--- config.mk ---
export PLATFORM = sky130hd
export DESIGN_NAME = pes_ctrl
export DESIGN_NICKNAME = d
export VERILOG_FILES = /design/src/design/pes_pkg.sv /design/src/design/pes_ctrl.sv
export SDC_FILE = /design/constraint.sdc
export NUM_CORES = 1
export LEC_CHECK = 0
export BUFFER_PORTS_ARGS = -buffer_cell sky130_fd_sc_hd__buf_2
export CAP_MARGIN = 10
export CORE_UTILIZATION = 40
export DETAILED_ROUTE_END_ITERATION = 6
export PLACE_DENSITY = 0.67
export SYNTH_ARGS = -nofsm -noshare
export SYNTH_HDL_FRONTEND = slang
export SYNTH_SLANG_ARGS = --single-unit
--- constraint.sdc ---
create_clock -name clk_i -period 1.9 [get_ports clk_i]
set_input_delay 0.38 -clock clk_i [delete_from_list [all_inputs] [get_ports clk_i]]
set_output_delay 0.38 -clock clk_i [all_outputs]
set_load 0.02 [all_outputs]
--- src/design/pes_pkg.sv ---
`timescale 1ns / 1ps
`default_nettype none

package pes_pkg;

  localparam int PosW   = 24;
  localparam int QuatW  = 16;
  localparam int GainW  = 16;
  localparam int TimeW  = 32;
  localparam int PosN   = 3;
  localparam int QuatN  = 4;
  localparam int OneQ14 = 16384;

  localparam logic [4:0] STEP_POS_FIRST  = 5'd0;
  localparam logic [4:0] STEP_QUAT_FIRST = 5'd3;
  localparam logic [4:0] STEP_SQ_FIRST   = 5'd7;
  localparam logic [4:0] MULT_LAST       = 5'd11;
  localparam logic [4:0] ROOT_LAST       = 5'd31;
  localparam logic [4:0] DIV_LAST        = 5'd23;
  localparam logic [4:0] QDIV_LAST       = 5'd14;

  typedef enum logic [2:0] {
    ST_IDLE,
    ST_MULT,
    ST_ROOT,
    ST_DIV,
    ST_WRITE
  } state_e;

  typedef struct packed {
    logic       load;
    logic       mult;
    logic       root;
    logic       div;
    logic       commit;
    logic [4:0] step;
  } cmd_t;

  typedef struct packed {
    logic out_free;
  } status_t;

endpackage

`default_nettype wire

--- src/design/pes_ctrl.sv ---
`timescale 1ns / 1ps
`default_nettype none

module pes_ctrl
  import pes_pkg::*;
(
  input  wire logic    clk_i,
  input  wire logic    rst_ni,
  input  wire logic    in_valid_i,
  input  wire logic    visible_i,
  output logic         in_ready_o,
  input  wire status_t status_i,
  output cmd_t         cmd_o
);

  state_e     state_q, state_d;
  logic [4:0] cnt_q, cnt_d;

  always_ff @(posedge clk_i or negedge rst_ni) begin
    if (!rst_ni) begin
      state_q <= ST_IDLE;
      cnt_q   <= '0;
    end else begin
      state_q <= state_d;
      cnt_q   <= cnt_d;
    end
  end

  always_comb begin
    state_d = state_q;
    cnt_d   = cnt_q + 5'd1;
    case (state_q)
      ST_IDLE: begin
        cnt_d = '0;
        if (in_valid_i) begin
          state_d = visible_i ? ST_MULT : ST_WRITE;
        end
      end
      ST_MULT: begin
        if (cnt_q == MULT_LAST) begin
          state_d = ST_ROOT;
          cnt_d   = '0;
        end
      end
      ST_ROOT: begin
        if (cnt_q == ROOT_LAST) begin
          state_d = ST_DIV;
          cnt_d   = '0;
        end
      end
      ST_DIV: begin
        if (cnt_q == DIV_LAST) begin
          state_d = ST_WRITE;
          cnt_d   = '0;
        end
      end
      ST_WRITE: begin
        cnt_d = '0;
        if (status_i.out_free) begin
          state_d = ST_IDLE;
        end
      end
      default: begin
        state_d = ST_IDLE;
        cnt_d   = '0;
      end
    endcase
  end

  always_comb begin
    in_ready_o  = 1'b0;
    cmd_o       = '0;
    cmd_o.step  = cnt_q;
    case (state_q)
      ST_IDLE: begin
        in_ready_o = 1'b1;
        cmd_o.load = in_valid_i;
      end
      ST_MULT:  cmd_o.mult = 1'b1;
      ST_ROOT:  cmd_o.root = 1'b1;
      ST_DIV:   cmd_o.div  = 1'b1;
      ST_WRITE: cmd_o.commit = status_i.out_free;
      default:  cmd_o = '0;
    endcase
  end

endmodule

`default_nettype wire

==> metrics.cfg, run 1 <==
[setup_path]
crit_path_end_kind = output port
cp.required_ps = 1520
cp_max_fo = 13
setup.worst_path.start_class = flip-flop
crit_type = reg2out
critPathArrivalTime_ps = 1330

[sta]
timing.final.crit_share_pct = 89.8
rsz0062_at_grt = no
fmax_ghz = 0.586
timing.hold.ws_ps = 498
period_minus_slack_ps = 1710
finalSetupViolCount = 0
max_slew.worst_pin.slew_ps = 353
fin_skew_ps = 1.95
slew_viol_final = 0
maxSlewHeadroom_pct = 76.5
setup_slack_ps = 194
setup_tns_ps = 0
hold_violations = 0

[synth]
synth_area_leaders = dfrtp_1 (36%), and2_1 (6.8%), ha_1 (6.8%)
netlist_instances = 58
synth_xor_area_share_pct = 3.17
synth-edff-count = 0
syn-cell-area_sq_um = 552
async_flop_share_pct = 100
synth-compound-area-share_pct = 13.8
synth_top_family_by_area = simple AND/OR/NAND/NOR gates
syn_nets = 66
synth_cell_types = 27
synthAdderAreaFrac_pct = 6.80
synth-simple-area-share_pct = 37.9
ys.warnings.count = 0
ys_seq_area_share_pct = 36.3
syn_area_per_cell_sq_um = 9.51
synth_flop_cell = dfrtp_1
synthMuxAreaShare_pct = 0
synth_top_area_share_pct = 36.3
synth.ff_latch_count = 8
yosysTopAreaCell = dfrtp_1

[pwr]
max-vdd-ir-drop_uv = 736
p_leak_uw = 0.000296
pwr_density_cell_nw_per_um2 = 1670
power_uw = 1120

[clock_network]
root_buffer = clkbuf_4
cts_sinks = 8
cts_setup_buffers = 0
cts_buffers = 3
cts.clk_slew.worst_paths_ps = 50
clock_latency_ps = 240
ctsLongestPathBuffers = 2
htreeDepth = 1
cts_tree = built
cts_resized = 0

[detailed_routing]
firstDrtPassIters = 2
drt_iter0_drc = 4
via_per_inst = 5.27
drc = 0
vias = 469
drt_wl_total_mm = 1.06
wl_per_cell_um = 11.9
drtAntennaViolNets = 0

[grt]
overflow = 0
grt_usage_pct = 17.0
first_global_vias = 370
grt_max_degree = 14
grt_pass1_wl_mm = 1.68
grt_antenna_before_repair = 0

[floorplan]
core_sq_um = 1280
die_y_um = 39.1
die-area_sq_um = 1530
ios = 16
start_util_pct = 42.9
die_w_um = 39.1
rows = 13

[final_layout]
fill_cells = 135
insertedDiodeCount = 0
layout_commonest_cell = buf_2
drive_gt1_share_pct = 28.4
nNetsFinal = 84
final_cell_mix = buf_2 (15), dfrtp_1 (8), and2_1 (6)
syn_to_final_growth_pct = 20.9
post-route-util_pct = 51.9

[worst_hold_path]
hp-class = in2async

[run]
drv_cap = 0

[outcome]
outcome = finished clean

[placed_design]
place_congestion = 0.722
pre_cts_ws_ps = 353
dp_hpwl_um = 796
io_buffers = 15

## layer usage
metal | wire length (um) | part of all wire (%) | GRT usage (%)
met3 | 16 | 1.5 | 3.47
met4 | 7 | 0.66 | 10.3
met1 | 570 | 54 | 24.3
met5 | 0 | 0 | 0
met2 | 466 | 44 | 22.9
## cell usage after synthesis, types with 2 or more instances
| master | instances |
|---|---|
| nor2_1 | 2 |
| dfrtp_1 | 8 |
| nor3b_1 | 4 |
| clkbuf_1 | 3 |
| o21bai_1 | 2 |
| ha_1 | 3 |
| o21ai_0 | 3 |
| nor3_1 | 5 |
| nor2b_1 | 2 |
| and2_1 | 6 |
| and3_1 | 2 |
| a21oi_1 | 3 |
## worst paths after layout
check / startpoint / endpoint / slack (ps) / cells after the start
worst min-delay path: rst_ni / cnt_q[0] / 500 / 2
worst min register to register: cnt_q[0] / cnt_q[0] / 530 / 1
worst max-delay path: state_q[1] / cmd_o[0] / 190 / 3
worst max register to register: cnt_q[0] / cnt_q[3] / 330 / 6
min in group clk_i: cnt_q[0] / cnt_q[0] / 530 / 1
max in group asynchronous: rst_ni / state_q[0] / 1240 / 2
## sequential cells by signal, indices dropped and copies added (netlist names)
name,cells
state_q,3
cnt_q,5
## power by group
part	switching, uW	leakage, uW	internal (uW)
registers	148	0.0000935	250
clock network	49.9	0.0000138	71.7
logic	318	0.000189	278
total	517	0.000296	600
## stage by stage
step	cell area, sq um	std cells
after floorplan	552	58
after global placement	634	85
after global routing	667	89
after CTS	667	89
after detailed placement	634	85
final	667	89
## cell families after synthesis
logic type / after synthesis
xor+xnor: 2
flops: 8
simple gates: 31
compound gates: 11
fa+ha+maj: 3
buf+inv: 3
## final cells by class
class | instances | area [sq um] | area share (%)
sequential | 8 | 200 | 30.0
tap | 15 | 18.8 | 2.81
timing repair buffer | 16 | 85.1 | 12.8
clock buffer | 3 | 22.5 | 3.38
multi-input combinational | 47 | 340 | 51.0
## critical path, cell delays in order (launching register included)
cell and delay (ps):
dfrtp_1 500, o21ai_1 270, and2_1 160, buf_2 150
## what timing repair did
action                                  CTS  global route
hold buffers                              1             0
endpoints found under the setup margin    0             0
endpoints found under the hold margin     8             0
(Power assumes the default switching activity.)
==> run 2, diff against run 1 <==
--- a/config.mk
+++ b/config.mk
@@ -7,8 +7,10 @@
 export LEC_CHECK = 0
 export BUFFER_PORTS_ARGS = -buffer_cell sky130_fd_sc_hd__buf_2
 export CAP_MARGIN = 10
+export CORE_MARGIN = 2
 export CORE_UTILIZATION = 40
 export DETAILED_ROUTE_END_ITERATION = 6
+export GPL_ROUTABILITY_DRIVEN = 0
 export PLACE_DENSITY = 0.67
 export SYNTH_ARGS = -nofsm -noshare
 export SYNTH_HDL_FRONTEND = slang
==> run 2 against run 1 <==
Effect of this change:
- utilization is 0.65 points lower
- via count decreased by 1.3%
- count of clock-buffer cells in the layout unchanged
- die area grew 10%
- design area did not move
- sequential share of layout area unchanged
- routed wire length increased by 1.0%
- critical endpoint is now cmd_o[1]
- largest cell class unchanged
- non-clock buffer count stayed put
- worst hold slack better by 5.1 ps
- clock power about the same
- register-to-register slack improved by 30 ps
- setup slack got worse by 6.8 ps
==> metrics.cfg, run 2 (same netlist as run 1, synthesis figures left out) <==
[setup_path]
cp_max_fo = 13  ; unchanged
r2r_cells = 6  ; unchanged
crit_path_end_kind = output port
critPathArrivalTime_ps = 1330  ; about the same
cp.required_ps = 1520  ; about the same
crit_type = reg2out
setup.worst_path.start_class = flip-flop

[pwr]
swShare_pct = 45.9  ; -0.33 points
p_leak_uw = 0.000296  ; unchanged
p_clk_share_pct = 10.7  ; -0.2 points
pwr_density_cell_nw_per_um2 = 1660  ; -0.71%
power_frac_comb_pct = 53.4  ; about the same
intPower_uw = 599  ; about the same
p_switching_uw = 509  ; -1.4%
sequentialPowerShare_pct = 35.8  ; about the same
max-vdd-ir-drop_uv = 744  ; +1.1%

[sta]
maxSlewHeadroom_pct = 76.2  ; -0.29 points
setup_tns_ps = 0  ; unchanged
slew_viol_final = 0  ; unchanged
rsz0062_at_grt = no
timing.final.crit_share_pct = 90.1  ; +0.36 points
max_slew.worst_pin.slew_ps = 357  ; +4.28 ps
hold_violations = 0  ; unchanged
timing.hold.ws_ps = 503  ; +5.09 ps
period_minus_slack_ps = 1710  ; +6.76 ps
finalSetupViolCount = 0  ; unchanged
fin_skew_ps = 0.189  ; -1.76 ps
fmax_ghz = 0.584  ; -0.40%

[clock_network]
cts.clk_slew.worst_paths_ps = 50  ; about the same
cts_resized = 0  ; unchanged
cts_buffers = 3  ; unchanged
cts_setup_buffers = 0  ; unchanged
cts_hold_buf = 1  ; unchanged
root_buffer = clkbuf_4
cts_sinks = 8  ; unchanged
ctsLongestPathBuffers = 2  ; unchanged
cts_tree = built
htreeDepth = 1  ; unchanged
clock_latency_ps = 240  ; about the same

[grt]
overflow = 0  ; unchanged
first_global_vias = 340  ; -8.1%
grt_max_degree = 14  ; unchanged
grt_pass1_wl_mm = 1.46  ; -14%
grt_usage_pct = 13.8  ; -3.2 points
grt_antenna_before_repair = 0  ; unchanged

[placed_design]
io_buffers = 15  ; unchanged
placed_cell_area_sq_um = 634  ; unchanged
dp_hpwl_um = 828  ; +3.9%

[floorplan]
start_util_pct = 42.4  ; -0.54 points
core_sq_um = 1300  ; +1.3%
die-area_sq_um = 1690  ; +10%
die_y_um = 41.1  ; +5.1%
rows = 13  ; unchanged
ios = 16  ; unchanged
die_w_um = 41.1  ; +5.1%

[final_layout]
nNetsFinal = 84  ; unchanged
layout_commonest_cell = buf_2
syn_to_final_growth_pct = 20.9  ; unchanged
drive_gt1_share_pct = 28.4  ; unchanged
stdcell_area_sq_um = 667  ; unchanged
largestRegisters = cnt_q (5), state_q (3)
largest_reg_flops = 5  ; unchanged
final_cell_mix = buf_2 (15), dfrtp_1 (8), and2_1 (6)
insertedDiodeCount = 0  ; unchanged
largest-register = cnt_q

[detailed_routing]
drtAntennaViolNets = 0  ; unchanged
drc = 0  ; unchanged
drt_iter0_drc = 7  ; +3
vias = 463  ; -1.3%
wl_per_cell_um = 12.0  ; +1.0%
firstDrtPassIters = 4  ; +2
via_per_inst = 5.20  ; -1.3%
drt_wl_total_mm = 1.07  ; +1.0%

[worst_hold_path]
hp-class = in2async

[run]
drv_cap = 0  ; unchanged

[outcome]
outcome = finished clean

-- run 2: cell counts in the layout (fill, tap and decap cells not counted) --
No cell type changed its count.
-- run 2: final timing paths --
| path | from | end | slack (ps) |
|---|---|---|---|
| setup / recovery | state_q[1] | cmd_o[1] | 190 |
| setup reg to reg | cnt_q[0] | cnt_q[1] | 360 |
| hold / removal | rst_ni | cnt_q[3] | 500 |
| hold reg to reg | cnt_q[0] | cnt_q[0] | 510 |
| min in group clk_i | cnt_q[0] | cnt_q[0] | 510 |
| max in group asynchronous | rst_ni | state_q[1] | 1240 |
-- run 2: worst max-delay path, stage by stage, from the launching register on --
cell     delay (ps)
dfrtp_1         500
o21ai_1         280
and2_1          160
buf_2           150
-- run 2: cell type report --
| cell class | count | area [sq um] |
|---|---|---|
| timing repair buffer | 16 | 85.1 |
| multi-input combinational | 47 | 340 |
| fill | 140 | 634 |
| clock buffer | 3 | 22.5 |
| sequential | 8 | 200 |
| tap | 15 | 18.8 |
-- run 2: power groups by stage --
| stage | clock network, uW | logic (uW) | registers (uW) |
|---|---|---|---|
| detailed placement | 0 | 598 | 399 |
| CTS | 128 | 603 | 396 |
| floorplan | 0 | 502 | 326 |
| finish | 119 | 592 | 397 |
| global placement | 0 | 597 | 399 |
| global route | 133 | 666 | 416 |
-- run 2: layer usage --
metal	track usage, %	vias to the layer above	part of all wire [%]
met2	18.8	4	46
li1	-	243	-
met3	1.63	0	1.7
met4	9.68	0	0
met5	0	-	0
met1	19.9	216	52
-- run 2: stage by stage --
stage | std cells | utilization [%] | setup WS, ps | power (uW)
after detailed placement | 85 | 48.8 | 347 | 998
final | 89 | 51.2 | 188 | 1110
after floorplan | 58 | - | 104 | 827
after global routing | 89 | 51.2 | 46.9 | 1220
after CTS | 89 | 51.2 | 158 | 1130
after global placement | 85 | 48.8 | 374 | 996
==> run 3, diff against run 2 <==
--- a/config.mk
+++ b/config.mk
@@ -5,6 +5,7 @@
 export SDC_FILE = /design/constraint.sdc
 export NUM_CORES = 1
 export LEC_CHECK = 0
+export ABC_AREA = 1
 export BUFFER_PORTS_ARGS = -buffer_cell sky130_fd_sc_hd__buf_2
 export CAP_MARGIN = 10
 export CORE_MARGIN = 2
==> run 3 against run 2 <==
Effect of this change:
- critical path depth increased by 1
- clock power increased by 5%
- register-to-register slack about the same
- critical path type unchanged
- critical endpoint is now cmd_o[3]
- largest cell class unchanged
- largest power group unchanged
- highest routed layer is now met4
==> metrics.cfg, run 3 <==
[final_layout]
largestRegisters = cnt_q (5), state_q (3)
largest_reg_flops = 5  ; unchanged
nNetsFinal = 113  ; +35%
largest-register = cnt_q
final_cell_mix = inv_1 (20), nand2_1 (15), nor2_1 (15), buf_2 (15), dfrtp_1 (8)
insertedDiodeCount = 0  ; unchanged
syn_to_final_growth_pct = 21.8
fill_cells = 129  ; -7.9%
layout_commonest_cell = inv_1
drive_gt1_share_pct = 26.2  ; -2.2 points
final_cells = 118  ; +33%

[clock_network]
cts_tree = built
root_buffer = clkbuf_4
ctsLongestPathBuffers = 2  ; unchanged
cts.clk_slew.worst_paths_ps = 50  ; about the same
cts_buffers = 3  ; unchanged
clock_latency_ps = 250  ; about the same
cts_sinks = 8  ; unchanged
htreeDepth = 1  ; unchanged

[pwr]
pwr_density_cell_nw_per_um2 = 1540  ; -7.1%
p_switching_uw = 569  ; +12%
p_leak_uw = 0.000448  ; +51%
p_clk_share_pct = 11.4  ; +0.7 points
max-vdd-ir-drop_uv = 581  ; -22%
power_frac_comb_pct = 61.2  ; +7.8 points
swShare_pct = 52.1  ; +6.2 points
intPower_uw = 523  ; -13%
sequentialPowerShare_pct = 27.4  ; -8.4 points

[synth]
ys_seq_area_share_pct = 34.5  ; -1.8 points
synth_area_leaders = dfrtp_1 (34%), inv_1 (13%), nand2_1 (9.7%)
synth_most_common_cell = inv_1
syn_area_per_cell_sq_um = 6.91  ; -27%
async_flop_share_pct = 100  ; unchanged
ys.warnings.count = 0  ; unchanged
synth.top_cells.by_count = inv_1 (20), nand2_1 (15), nor2_1 (15)
synth_cell_types = 19  ; -30%
synth_flop_cell = dfrtp_1
synth_top_area_share_pct = 34.5  ; -1.8 points
netlist_instances = 84  ; +45%
yosysTopAreaCell = dfrtp_1
syn_nets = 92  ; +39%
synth-edff-count = 0  ; unchanged
synth.ff_latch_count = 8  ; unchanged
syn-cell-area_sq_um = 581  ; +5.2%

[outcome]
outcome = finished clean

[detailed_routing]
drt_wl_total_mm = 1.10  ; +2.1%
drc = 0  ; unchanged
drt_iter0_drc = 11  ; +4
via_per_inst = 4.49  ; -14%
vias = 530  ; +14%
drtAntennaViolNets = 0  ; unchanged
wl_per_cell_um = 9.28  ; -23%
firstDrtPassIters = 4  ; unchanged

[sta]
timing.hold.ws_ps = 436  ; -67.6 ps
maxSlewHeadroom_pct = 79.2  ; +3.1 points
setup_slack_ps = 249  ; +61.2 ps
fmax_ghz = 0.606  ; +3.7%
rsz0062_at_grt = no
timing.final.crit_share_pct = 86.9  ; -3.2 points
slew_viol_final = 0  ; unchanged
fin_skew_ps = 2.35  ; +2.16 ps
max_slew.worst_pin.slew_ps = 310  ; -47.1 ps
hold_violations = 0  ; unchanged
setup_tns_ps = 0  ; unchanged
finalSetupViolCount = 0  ; unchanged
period_minus_slack_ps = 1650  ; -61.2 ps

[floorplan]
ios = 16  ; unchanged
rows = 13  ; unchanged
core_sq_um = 1330  ; +2.5%
start_util_pct = 43.5  ; +1.1 points
die_w_um = 42.1  ; +2.3%
die_y_um = 42.1  ; +2.3%
die-area_sq_um = 1770  ; +4.7%

[placed_design]
io_buffers = 15  ; unchanged
dp.cells = 114  ; +34%
dp_hpwl_um = 930  ; +12%
pre_cts_ws_ps = 359  ; +12.1 ps

[setup_path]
timing.rr.start = cnt_q[0]
crit_type = reg2out
r2r_setup_slack_ps = 370  ; about the same
cp.required_ps = 1520  ; about the same
crit_path_end_kind = output port
cp_max_fo = 6  ; -7
crit_start = state_q[0]
setup.worst_path.start_class = flip-flop
critPathArrivalTime_ps = 1270  ; -60 ps

[worst_hold_path]
hp-class = in2reg
min_from = status_i

[grt]
grt_use_met3_pct = 2.59  ; +0.96 points
grtUsageMet2_pct = 20.3  ; +1.6 points
first_global_vias = 481  ; +41%
grt_usage_pct = 15.1  ; +1.3 points
gr-max-usage-layer = met1
grt_max_degree = 9  ; -5
overflow = 0  ; unchanged
grt_antenna_before_repair = 0  ; unchanged
grt_pass1_wl_mm = 2.00  ; +38%
use_met1_pct = 21.1  ; +1.2 points

[run]
drv_cap = 0  ; unchanged

[run 3: cell count changes after synthesis, sizes merged, moves of 3 or more]
cell	change
and2	-6
clkbuf	-3
inv	+22
nand2	+16
nand3	+6
nor2	+16
nor3	-4
nor3b	-4
[run 3: cell families (layout without fill, tap and decap cells)]
logic type	Yosys count	in the layout	synth area share, %
DFF	8	8	34.5
xor gates and xnor gates	1	1	1.51
buffers and inverters	22	41	14.2
adders and majority gates	3	3	6.47
AOI/OAI and AO/OA	6	6	6.47
and+or+nand+nor	44	44	36.9
[run 3: worst paths after layout]
kind | cells after the start | end
max in group asynchronous | 2 | cnt_q[3]
max reg2reg | 10 | state_q[1]
min reg2reg | 1 | cnt_q[0]
max | 4 | cmd_o[3]
min | 4 | state_q[2]
min in group asynchronous | 2 | state_q[2]
[run 3: power by group through the flow]
stage / combinational (uW) / clock [uW] / sequential [uW]
after CTS: 676 / 131 / 298
final: 668 / 125 / 299
after global placement: 668 / 0 / 299
after detailed placement: 671 / 0 / 301
after global routing: 754 / 143 / 308
after floorplan: 522 / 0 / 285
[run 3: through the flow]
stage | area [sq um] | utilization [%] | power [uW]
after global routing | 707 | 53.0 | 1200
final | 707 | 53.0 | 1090
after detailed placement | 674 | 50.6 | 972
after floorplan | 581 | - | 806
after CTS | 707 | 53.0 | 1110
after global placement | 674 | 50.6 | 967
[run 3: timing repair]
action                                 in CTS  in global routing
buffers inserted                            0                  0
hold buffers                                1                  0
endpoints found under the hold margin       8                  0
resized for setup                           0                  0
[run 3: layer usage]
| layer | wire, um | vias up |
|---|---|---|
| li1 | - | 292 |
| met1 | 577 | 227 |
| met2 | 463 | 9 |
| met3 | 42 | 2 |
| met4 | 12 | 0 |
| met5 | 0 | - |
[run 3: worst max-delay path: stages, from the launching register on]
cell     delay [ps]
dfrtp_1         420
nor2_1          100
nor2_1          260
nor2_1           80
buf_2           160
[run 3: area by class of cell]
cell class	count	area [sq um]	share of cell area, %
clock buffer	3	22.5	3.19
inverter	22	82.6	11.7
sequential	8	200	28.3
multi-input combinational	54	298	42.1
timing repair buffer	16	85.1	12.0
tap	15	18.8	2.65
